## src/hdl/rdc_pkg.sv

```systemverilog
package rdc_pkg;

	// Field widths of the request and response
	localparam int VAL_W   = 32;
	localparam int BASE_W  = 6;
	localparam int CHAR_W  = 7;
	localparam int DIGIT_W = 6;

	// Digit store geometry
	localparam int STORE_DEPTH = 32;
	localparam int SLOT_W      = $clog2(STORE_DEPTH);
	localparam int CNT_W       = SLOT_W + 1;

	// Radix limits
	localparam logic [BASE_W-1:0] MIN_BASE = BASE_W'(2);
	localparam logic [BASE_W-1:0] MAX_BASE = BASE_W'(36);
	localparam logic [BASE_W-1:0] HEX_BASE = BASE_W'(16);

	// ASCII anchors of the digit table "0-9A-Z"
	localparam logic [CHAR_W-1:0] CHAR_ZERO  = 7'h30;
	localparam logic [CHAR_W-1:0] CHAR_ALPHA = 7'h37;
	localparam logic [CHAR_W-1:0] CHAR_NONE  = 7'h00;

	typedef enum logic [2:0] {
		ST_IDLE,
		ST_DIV,
		ST_READ,
		ST_SHOW,
		ST_ERR
	} rdc_state_t;

	// Status from the divider to the sequencer
	typedef struct packed {
		logic done;
		logic quot_zero;
	} div_stat_t;

	// Map a digit value to its ASCII character
	function automatic logic [CHAR_W-1:0] digit_char_f(input logic [DIGIT_W-1:0] d);
		logic [CHAR_W-1:0] ch;
		if (d < DIGIT_W'(10)) begin
			ch = CHAR_ZERO + CHAR_W'(d);
		end else if (d < MAX_BASE) begin
			ch = CHAR_ALPHA + CHAR_W'(d);
		end else begin
			ch = CHAR_ZERO;
		end
		return ch;
	endfunction

endpackage

```

## src/hdl/rdc_if.sv

```systemverilog
interface rdc_req_if;
	logic                          valid;
	logic                          ready;
	logic [rdc_pkg::VAL_W-1:0]     value;
	logic [rdc_pkg::BASE_W-1:0]    base;

	modport source (output valid, value, base, input ready);
	modport sink   (input valid, value, base, output ready);
endinterface

interface rdc_rsp_if;
	logic                          valid;
	logic                          ready;
	logic [rdc_pkg::CHAR_W-1:0]    digit_char;
	logic                          last_digit;
	logic                          bad_base;

	modport source (output valid, digit_char, last_digit, bad_base, input ready);
	modport sink   (input valid, digit_char, last_digit, bad_base, output ready);
endinterface

```

## src/hdl/rdc_divider.sv

```systemverilog
// Restoring divider: one quotient bit per cycle through a shared
// compare and subtract unit.
module rdc_divider #(
	parameter int W = 32
) (
	input  logic                           clk,
	input  logic                           arst_n,
	input  logic                           start,
	input  logic [W-1:0]                   dividend,
	input  logic [rdc_pkg::BASE_W-1:0]     divisor,
	output rdc_pkg::div_stat_t             stat,
	output logic [W-1:0]                   quotient,
	output logic [rdc_pkg::DIGIT_W-1:0]    remainder
);

	localparam int STEP_W = $clog2(W);
	localparam logic [STEP_W-1:0] LAST_STEP = STEP_W'(W - 1);

	logic                          busy_q;
	logic                          done_q;
	logic [STEP_W-1:0]             step_q;
	logic [W-1:0]                  quo_q;
	logic [rdc_pkg::DIGIT_W-1:0]   rem_q;

	logic [rdc_pkg::DIGIT_W:0]     trial;
	logic [rdc_pkg::DIGIT_W:0]     diff;
	logic                          fits;
	logic [rdc_pkg::DIGIT_W-1:0]   rem_nx;

	// Shift in the next dividend bit and try to subtract the divisor
	always_comb begin
		trial  = {rem_q, quo_q[W-1]};
		diff   = trial - {1'b0, divisor};
		fits   = trial >= {1'b0, divisor};
		rem_nx = fits ? diff[rdc_pkg::DIGIT_W-1:0] : trial[rdc_pkg::DIGIT_W-1:0];
	end

	// Sequence the steps and flag completion for one cycle
	always_ff @(posedge clk or negedge arst_n) begin
		if (!arst_n) begin
			busy_q <= 1'b0;
			done_q <= 1'b0;
			step_q <= '0;
		end else begin
			done_q <= 1'b0;
			if (start) begin
				busy_q <= 1'b1;
				step_q <= '0;
			end else if (busy_q) begin
				if (step_q == LAST_STEP) begin
					busy_q <= 1'b0;
					done_q <= 1'b1;
				end else begin
					step_q <= step_q + STEP_W'(1);
				end
			end
		end
	end

	// Load the operand, then advance quotient and partial remainder
	always_ff @(posedge clk) begin
		if (start) begin
			quo_q <= dividend;
			rem_q <= '0;
		end else if (busy_q) begin
			quo_q <= {quo_q[W-2:0], fits};
			rem_q <= rem_nx;
		end
	end

	assign stat.done      = done_q;
	assign stat.quot_zero = (quo_q == '0);
	assign quotient       = quo_q;
	assign remainder      = rem_q;

endmodule

```

## src/hdl/radix_digit_conversion.sv

```systemverilog
// A bad base gives its single response in the cycle after the request is taken.
// A good base runs one division per digit in the shared divider, each on
// N = min(VALUE_BITS, 32) dividend bits, before the first digit is offered.
// Each digit is then emitted by a store read, then a response.
// One request at a time: ready only when idle.
// Reset clears control state; the digit store is not cleared.
module radix_digit_conversion #(
	parameter int VALUE_BITS = 32
) (
	input  logic          clk,
	input  logic          arst_n,
	rdc_req_if.sink       req,
	rdc_rsp_if.source     rsp
);

	localparam int NB = (VALUE_BITS < rdc_pkg::VAL_W) ? VALUE_BITS : rdc_pkg::VAL_W;

	rdc_pkg::rdc_state_t               state_q;
	rdc_pkg::rdc_state_t               state_nx;
	logic [rdc_pkg::CNT_W-1:0]         cnt_q;
	logic [rdc_pkg::BASE_W-1:0]        base_q;
	logic [rdc_pkg::DIGIT_W-1:0]       rd_q;
	logic [rdc_pkg::DIGIT_W-1:0]       mem [rdc_pkg::STORE_DEPTH];

	rdc_pkg::div_stat_t                div_stat;
	logic [NB-1:0]                     div_quot;
	logic [rdc_pkg::DIGIT_W-1:0]       div_rem;
	logic [NB-1:0]                     div_dividend;
	logic                              div_start;

	logic                              req_bad;
	logic                              req_fire;
	logic                              rsp_fire;
	logic                              last_slot;
	logic                              div_stop;
	logic [rdc_pkg::SLOT_W-1:0]        rd_addr;

	always_comb begin
		req_bad   = (req.base < rdc_pkg::MIN_BASE) || (req.base > rdc_pkg::MAX_BASE);
		req_fire  = req.valid && req.ready;
		rsp_fire  = rsp.valid && rsp.ready;
		last_slot = (cnt_q == rdc_pkg::CNT_W'(rdc_pkg::STORE_DEPTH - 1));
		div_stop  = div_stat.quot_zero || last_slot;
		rd_addr   = rdc_pkg::SLOT_W'(cnt_q - rdc_pkg::CNT_W'(1));
	end

	// Next state
	always_comb begin
		state_nx = state_q;
		case (state_q)
			rdc_pkg::ST_IDLE: begin
				if (req.valid) begin
					state_nx = req_bad ? rdc_pkg::ST_ERR : rdc_pkg::ST_DIV;
				end
			end
			rdc_pkg::ST_DIV: begin
				if (div_stat.done && div_stop) begin
					state_nx = rdc_pkg::ST_READ;
				end
			end
			rdc_pkg::ST_READ: begin
				state_nx = rdc_pkg::ST_SHOW;
			end
			rdc_pkg::ST_SHOW: begin
				if (rsp.ready) begin
					state_nx = (cnt_q == rdc_pkg::CNT_W'(1)) ? rdc_pkg::ST_IDLE
					                                         : rdc_pkg::ST_READ;
				end
			end
			rdc_pkg::ST_ERR: begin
				if (rsp.ready) begin
					state_nx = rdc_pkg::ST_IDLE;
				end
			end
			default: begin
				state_nx = rdc_pkg::ST_IDLE;
			end
		endcase
	end

	// Sequencer outputs
	always_comb begin
		req.ready      = 1'b0;
		rsp.valid      = 1'b0;
		rsp.digit_char = rdc_pkg::CHAR_NONE;
		rsp.last_digit = 1'b0;
		rsp.bad_base   = 1'b0;
		div_start      = 1'b0;
		div_dividend   = div_quot;
		case (state_q)
			rdc_pkg::ST_IDLE: begin
				req.ready    = 1'b1;
				div_dividend = req.value[NB-1:0];
				div_start    = req.valid && !req_bad;
			end
			rdc_pkg::ST_DIV: begin
				div_start = div_stat.done && !div_stop;
			end
			rdc_pkg::ST_SHOW: begin
				rsp.valid      = 1'b1;
				rsp.digit_char = rdc_pkg::digit_char_f(rd_q);
				rsp.last_digit = (cnt_q == rdc_pkg::CNT_W'(1));
			end
			rdc_pkg::ST_ERR: begin
				rsp.valid      = 1'b1;
				rsp.last_digit = 1'b1;
				rsp.bad_base   = 1'b1;
			end
			default: begin
				req.ready = 1'b0;
			end
		endcase
	end

	// Hold state and the digit count
	always_ff @(posedge clk or negedge arst_n) begin
		if (!arst_n) begin
			state_q <= rdc_pkg::ST_IDLE;
			cnt_q   <= '0;
		end else begin
			state_q <= state_nx;
			if (req_fire) begin
				cnt_q <= '0;
			end else if (state_q == rdc_pkg::ST_DIV && div_stat.done) begin
				cnt_q <= cnt_q + rdc_pkg::CNT_W'(1);
			end else if (state_q == rdc_pkg::ST_SHOW && rsp_fire) begin
				cnt_q <= cnt_q - rdc_pkg::CNT_W'(1);
			end
		end
	end

	// Capture the base of the request
	always_ff @(posedge clk) begin
		if (req_fire) begin
			base_q <= req.base;
		end
	end

	// Digit store: write each remainder, read most significant first
	always_ff @(posedge clk) begin
		if (state_q == rdc_pkg::ST_DIV && div_stat.done) begin
			mem[cnt_q[rdc_pkg::SLOT_W-1:0]] <= div_rem;
		end
		if (state_q == rdc_pkg::ST_READ) begin
			rd_q <= mem[rd_addr];
		end
	end

	rdc_divider #(
		.W (NB)
	) u_div (
		.clk       (clk),
		.arst_n    (arst_n),
		.start     (div_start),
		.dividend  (div_dividend),
		.divisor   (base_q),
		.stat      (div_stat),
		.quotient  (div_quot),
		.remainder (div_rem)
	);

	// A response is never offered while a new request can be taken
	assert property (@(posedge clk) disable iff (!arst_n)
		rsp.valid |-> !req.ready)
		else $error("response valid while request ready");

	// A request with a bad base answers with an error flag in the next cycle
	assert property (@(posedge clk) disable iff (!arst_n)
		(req_fire && req_bad) |=> (rsp.valid && rsp.bad_base && rsp.last_digit))
		else $error("bad base not flagged");

	// An error response carries no digit
	assert property (@(posedge clk) disable iff (!arst_n)
		(rsp.valid && rsp.bad_base) |-> (rsp.digit_char == rdc_pkg::CHAR_NONE))
		else $error("error response carries a digit");

	// The digit count never exceeds the store depth
	assert property (@(posedge clk) disable iff (!arst_n)
		cnt_q <= rdc_pkg::CNT_W'(rdc_pkg::STORE_DEPTH))
		else $error("digit count overflow");

endmodule

```

## src/flat_wrapper.sv

```systemverilog
// flat-port wrapper written by rule: the top's interface ports become plain ports
module radix_digit_conversion_flat 
#(
	parameter int VALUE_BITS = 32
)
  (clk, arst_n, req_valid, req_value, req_base, req_ready, rsp_valid, rsp_digit_char, rsp_last_digit, rsp_bad_base, rsp_ready);
  rdc_req_if req_i ();
  rdc_rsp_if rsp_i ();
  input  logic clk;
  input  logic arst_n;
  input wire logic [$bits(req_i.valid)-1:0] req_valid;
  input wire logic [$bits(req_i.value)-1:0] req_value;
  input wire logic [$bits(req_i.base)-1:0] req_base;
  output wire logic [$bits(req_i.ready)-1:0] req_ready;
  output wire logic [$bits(rsp_i.valid)-1:0] rsp_valid;
  output wire logic [$bits(rsp_i.digit_char)-1:0] rsp_digit_char;
  output wire logic [$bits(rsp_i.last_digit)-1:0] rsp_last_digit;
  output wire logic [$bits(rsp_i.bad_base)-1:0] rsp_bad_base;
  input wire logic [$bits(rsp_i.ready)-1:0] rsp_ready;
  assign req_i.valid = req_valid;
  assign req_i.value = req_value;
  assign req_i.base = req_base;
  assign req_ready = req_i.ready;
  assign rsp_valid = rsp_i.valid;
  assign rsp_digit_char = rsp_i.digit_char;
  assign rsp_last_digit = rsp_i.last_digit;
  assign rsp_bad_base = rsp_i.bad_base;
  assign rsp_i.ready = rsp_ready;
  radix_digit_conversion #(.VALUE_BITS(VALUE_BITS)) u_core (.clk(clk), .arst_n(arst_n), .req(req_i), .rsp(rsp_i));
endmodule
```

## config.mk

```make
export PLATFORM = sky130hd
export DESIGN_NAME = radix_digit_conversion_flat
export DESIGN_NICKNAME = d
export VERILOG_FILES = /design/src/hdl/rdc_pkg.sv /design/src/hdl/rdc_if.sv /design/src/hdl/rdc_divider.sv /design/src/hdl/radix_digit_conversion.sv /design/src/flat_wrapper.sv
export SDC_FILE = /design/constraint.sdc
export NUM_CORES = 1
export LEC_CHECK = 0
export ABC_AREA = 0
export BUFFER_PORTS_ARGS = -buffer_cell sky130_fd_sc_hd__clkbuf_2
export CAP_MARGIN = 10
export CORE_ASPECT_RATIO = 1.2
export CORE_MARGIN = 3
export CORE_UTILIZATION = 45
export DETAILED_ROUTE_END_ITERATION = 10
export GPL_TIMING_DRIVEN = 0
export PLACE_DENSITY = 0.66
export SLEW_MARGIN = 20
export SYNTH_ARGS = -nofsm -noshare
export SYNTH_HDL_FRONTEND = slang
export SYNTH_SLANG_ARGS = --single-unit
```

## constraint.sdc

```tcl
create_clock -name clk -period 8.5 [get_ports clk]
set_input_delay 0.425 -clock clk [delete_from_list [all_inputs] [get_ports clk]]
set_output_delay 0.425 -clock clk [all_outputs]
set_load 0.05 [all_outputs]
```

==> flow_summary.toml <==
[synth]
synthCells = 665
synth_area_leader_cell = "edfxtp_1"
syn-num-nets = 725
synth_warnings = 0
syn_avg_cell_area_um2 = 17.00
synth.top_cells.by_area = "edfxtp_1, mux4_2, mux2_4, dfrtp_1, mux2i_1"
ys_ff_latch = 258
synth_edf_count = 236
synth.most_common_cell = "edfxtp_1"
netlist_top_cells_count = "edfxtp_1, nor2_1, mux4_2, mux2_4, nand2_1"
ys_types = 62
netlist_area_um2 = 11300
synthArstFlopShare = 0.06202
ys.flop_type = "edfxtp_1"
synth_top_area_frac = 0.6270
seq_area_frac_synth = 0.6731

[floorplan]
io_pins = 53
die_w_um = 150.7
fp.coreArea_um2 = 24360
die_y_um = 179.6
rows = 62
start_util = 0.4640
die_area_um2 = 27060

[route]
wl_per_cell_um = 20.46
drc = 0
vias = 6054
drt_iter0_markers = 365
antenna_left = 0
vias_per_cell = 5.595
firstDrtPassIters = 5
wirelength_um = 22130

[clock_network]
clock_path_buffers = 3
clk_pin_slew_ns = 0.06
root_buffer = "clkbuf_16"
clock_latency_ns = 0.52
htreeDepth = 1
cts_resized = 0
clock-sinks = 258
cts_buffers = 25
cts_tree = "yes"

[timing]
fin_crit_ns = 3.958
rsz0062_at_grt = "no"
fin_crit_sh = 0.4657
worst_slew_pin_slew_ns = 0.7587
fmax_mhz = 252.6
finalHoldViolations = 0
slew_violations = 0
setup_viol = 0
fin_tns_setup_ns = 0
max-slew-margin-rel = 0.4942
fin_skew_ns = 0.01242

[outcome]
outcome = "completed"

[setup_path]
cpMostUsedCell = "buf_2"
crit_start = "u_core.cnt_q[0]$_DFFE_PN0P_"
slowest_delay_ns = 0.56
worstSetupStartpointType = "flop"
endpoint = "u_core.rd_q[2]$_DFFE_PN_"
crit_type = "reg2reg"
crit_arrival_ns = 4.21
cp_data_required_time_ns = 8.75
cp.depth = 11
path_cells = "buf_4, buf_6, buf_2, inv_1, ha_1, buf_2, buf_1, mux4_2, mux2i_1, o22a_1, o221ai_1"
crit_family = "buffers and inverters"
critPathMaxFanout = 10
cp_slowest_cell = "buf_1"
cp_num_buf_inv = 6
r2r-start = "u_core.cnt_q[0]$_DFFE_PN0P_"
r2r_end = "u_core.rd_q[2]$_DFFE_PN_"
reg2reg_depth = 11
worstSetupEndpointType = "flop"
ff2ff_setup_slack_ns = 4.54

[hold_path]
hp-class = "in2reg"
hold_start = "req_base[0]"

[global_routing]
grt_pass1_vias = 6494
antenna_found_initial = 0
grt_pass1_wl_um = 35780
grt.total_usage = 0.1683
grt_max_degree = 37
grt_overflow = 0

[finish]
finalNonFillerCells = 1082
area_delta_synth_final_pct = 13.30
drive_above_1_share = 0.2730
fin_nets = 805
fillCellCount = 2016
diodes = 0

[placed_design]
dp.cells = 1037
dp_hpwl_um = 15510
gp_congestion = 0.8584
port_buffers = 52

[power]
ir_drop_mv = 0.1997
p_seq_frac = 0.415
p_int_mw = 3.174
swShare = 0.3289
p_clk_frac = 0.235
combPwrFrac = 0.350
power_density_nw_per_um2 = 369.3
p_leak_nw = 4.509
p_sw_mw = 1.556

[run]
maxCapViolCount = 0
[worst min-delay path by stage]
stage                                               to  slack [ns]  cells after the start
finish                      u_core.base_q[0]$_DFFE_PP_        0.10                      1
global route                u_core.base_q[0]$_DFFE_PP_        0.09                      1
CTS                         u_core.base_q[0]$_DFFE_PP_        0.08                      1
detailed placement  u_core.u_div.step_q[3]$_DFFE_PN0P_        0.39                      1
global placement         u_core.state_q[2]$_DFFE_PN0P_        0.39                      1
floorplan                  u_core.cnt_q[0]$_DFFE_PN0P_        0.13                      0
[what timing repair did]
item	CTS	global route
hold buffers	1	0
endpoints found under the hold margin	16	0
setup endpoints to repair	0	0
setup buffers	0	0
[power groups by stage]
stage	combinational [mW]	sequential [mW]	clock (mW)
after floorplan	1.27	1.88	0
after global placement	1.62	1.97	0
after detailed placement	1.66	2.00	0
after CTS	1.67	1.97	1.13
after global routing	1.80	2.00	1.18
final	1.66	1.96	1.11
[through the flow]
stage / power [mW] / utilization / area (um2) / hold slack [ns] / setup slack (ns)
4_1_cts: 4.776 / 0.5253 / 12800 / 0.07878 / 4.493
5_1_grt: 4.979 / 0.5257 / 12800 / 0.08529 / 4.332
6_report: 4.729 / 0.5257 / 12800 / 0.1000 / 4.542
3_5_place_dp: 3.661 / 0.4913 / 11970 / 0.3850 / 4.498
2_1_floorplan: 3.150 / - / 11300 / 0.1294 / 4.637
3_3_place_gp: 3.593 / 0.4911 / 11960 / 0.3853 / 4.501
[area by class of cell]
type                            count  area [um2]  share of cell area
Sequential cell                   258        7615              0.5947
Multi-Input combinational cell    353        3413              0.2666
Clock buffer                       31       648.1             0.05062
Tap cell                          320       400.4             0.03127
Timing Repair Buffer               53       270.3             0.02111
Buffer                             29       193.9             0.01515
Clock inverter                     13       170.2             0.01329
Inverter                           25       93.84            0.007329
[flip-flops by register name, summed over array words and instances, names as in the netlist]
signal and flops:
u_core.mem 192, u_core.u_div.quotient 32, u_core.base_q 6, u_core.cnt_q 6, u_core.rd_q 6, u_core.u_div.remainder 6
u_core.u_div.step_q 5, u_core.state_q 3, u_core.u_div.busy_q 1, u_core.u_div.done_q 1
[layout by cell type, fill, tap and decap left out, types with 6 or more instances in the layout]
cell,count
a211oi_1,8
a21oi_1,11
a31oi_1,6
buf_2,12
clkbuf_1,12
clkbuf_16,25
clkbuf_2,52
dfrtp_1,16
dfxtp_2,6
edfxtp_1,236
ha_1,17
inv_1,23
mux2_2,6
mux2_4,27
mux2i_1,26
mux4_2,50
nand2_1,27
nand3_1,6
nor2_1,54
nor3_1,8
nor4_1,10
o21ai_0,11
o221ai_1,6
[cell families after synthesis]
| kind of cell | share of synthesized area |
|---|---|
| AOI/OAI and AO/OA | 0.04351 |
| xor gates and xnor gates | 0.009189 |
| adders and majority gates | 0.02059 |
| buffers and inverters | 0.02546 |
| DFF | 0.6731 |
| muxes | 0.1645 |
| and+or+nand+nor | 0.06366 |
[metal layers]
layer	vias up	track usage	share of wire
met2	170	0.2931	0.52
met4	0	0.04136	0.021
li1	2798	-	-
met1	3055	0.2249	0.42
met3	31	0.02191	0.048
met5	-	0	0
(Power assumes the default switching activity.)
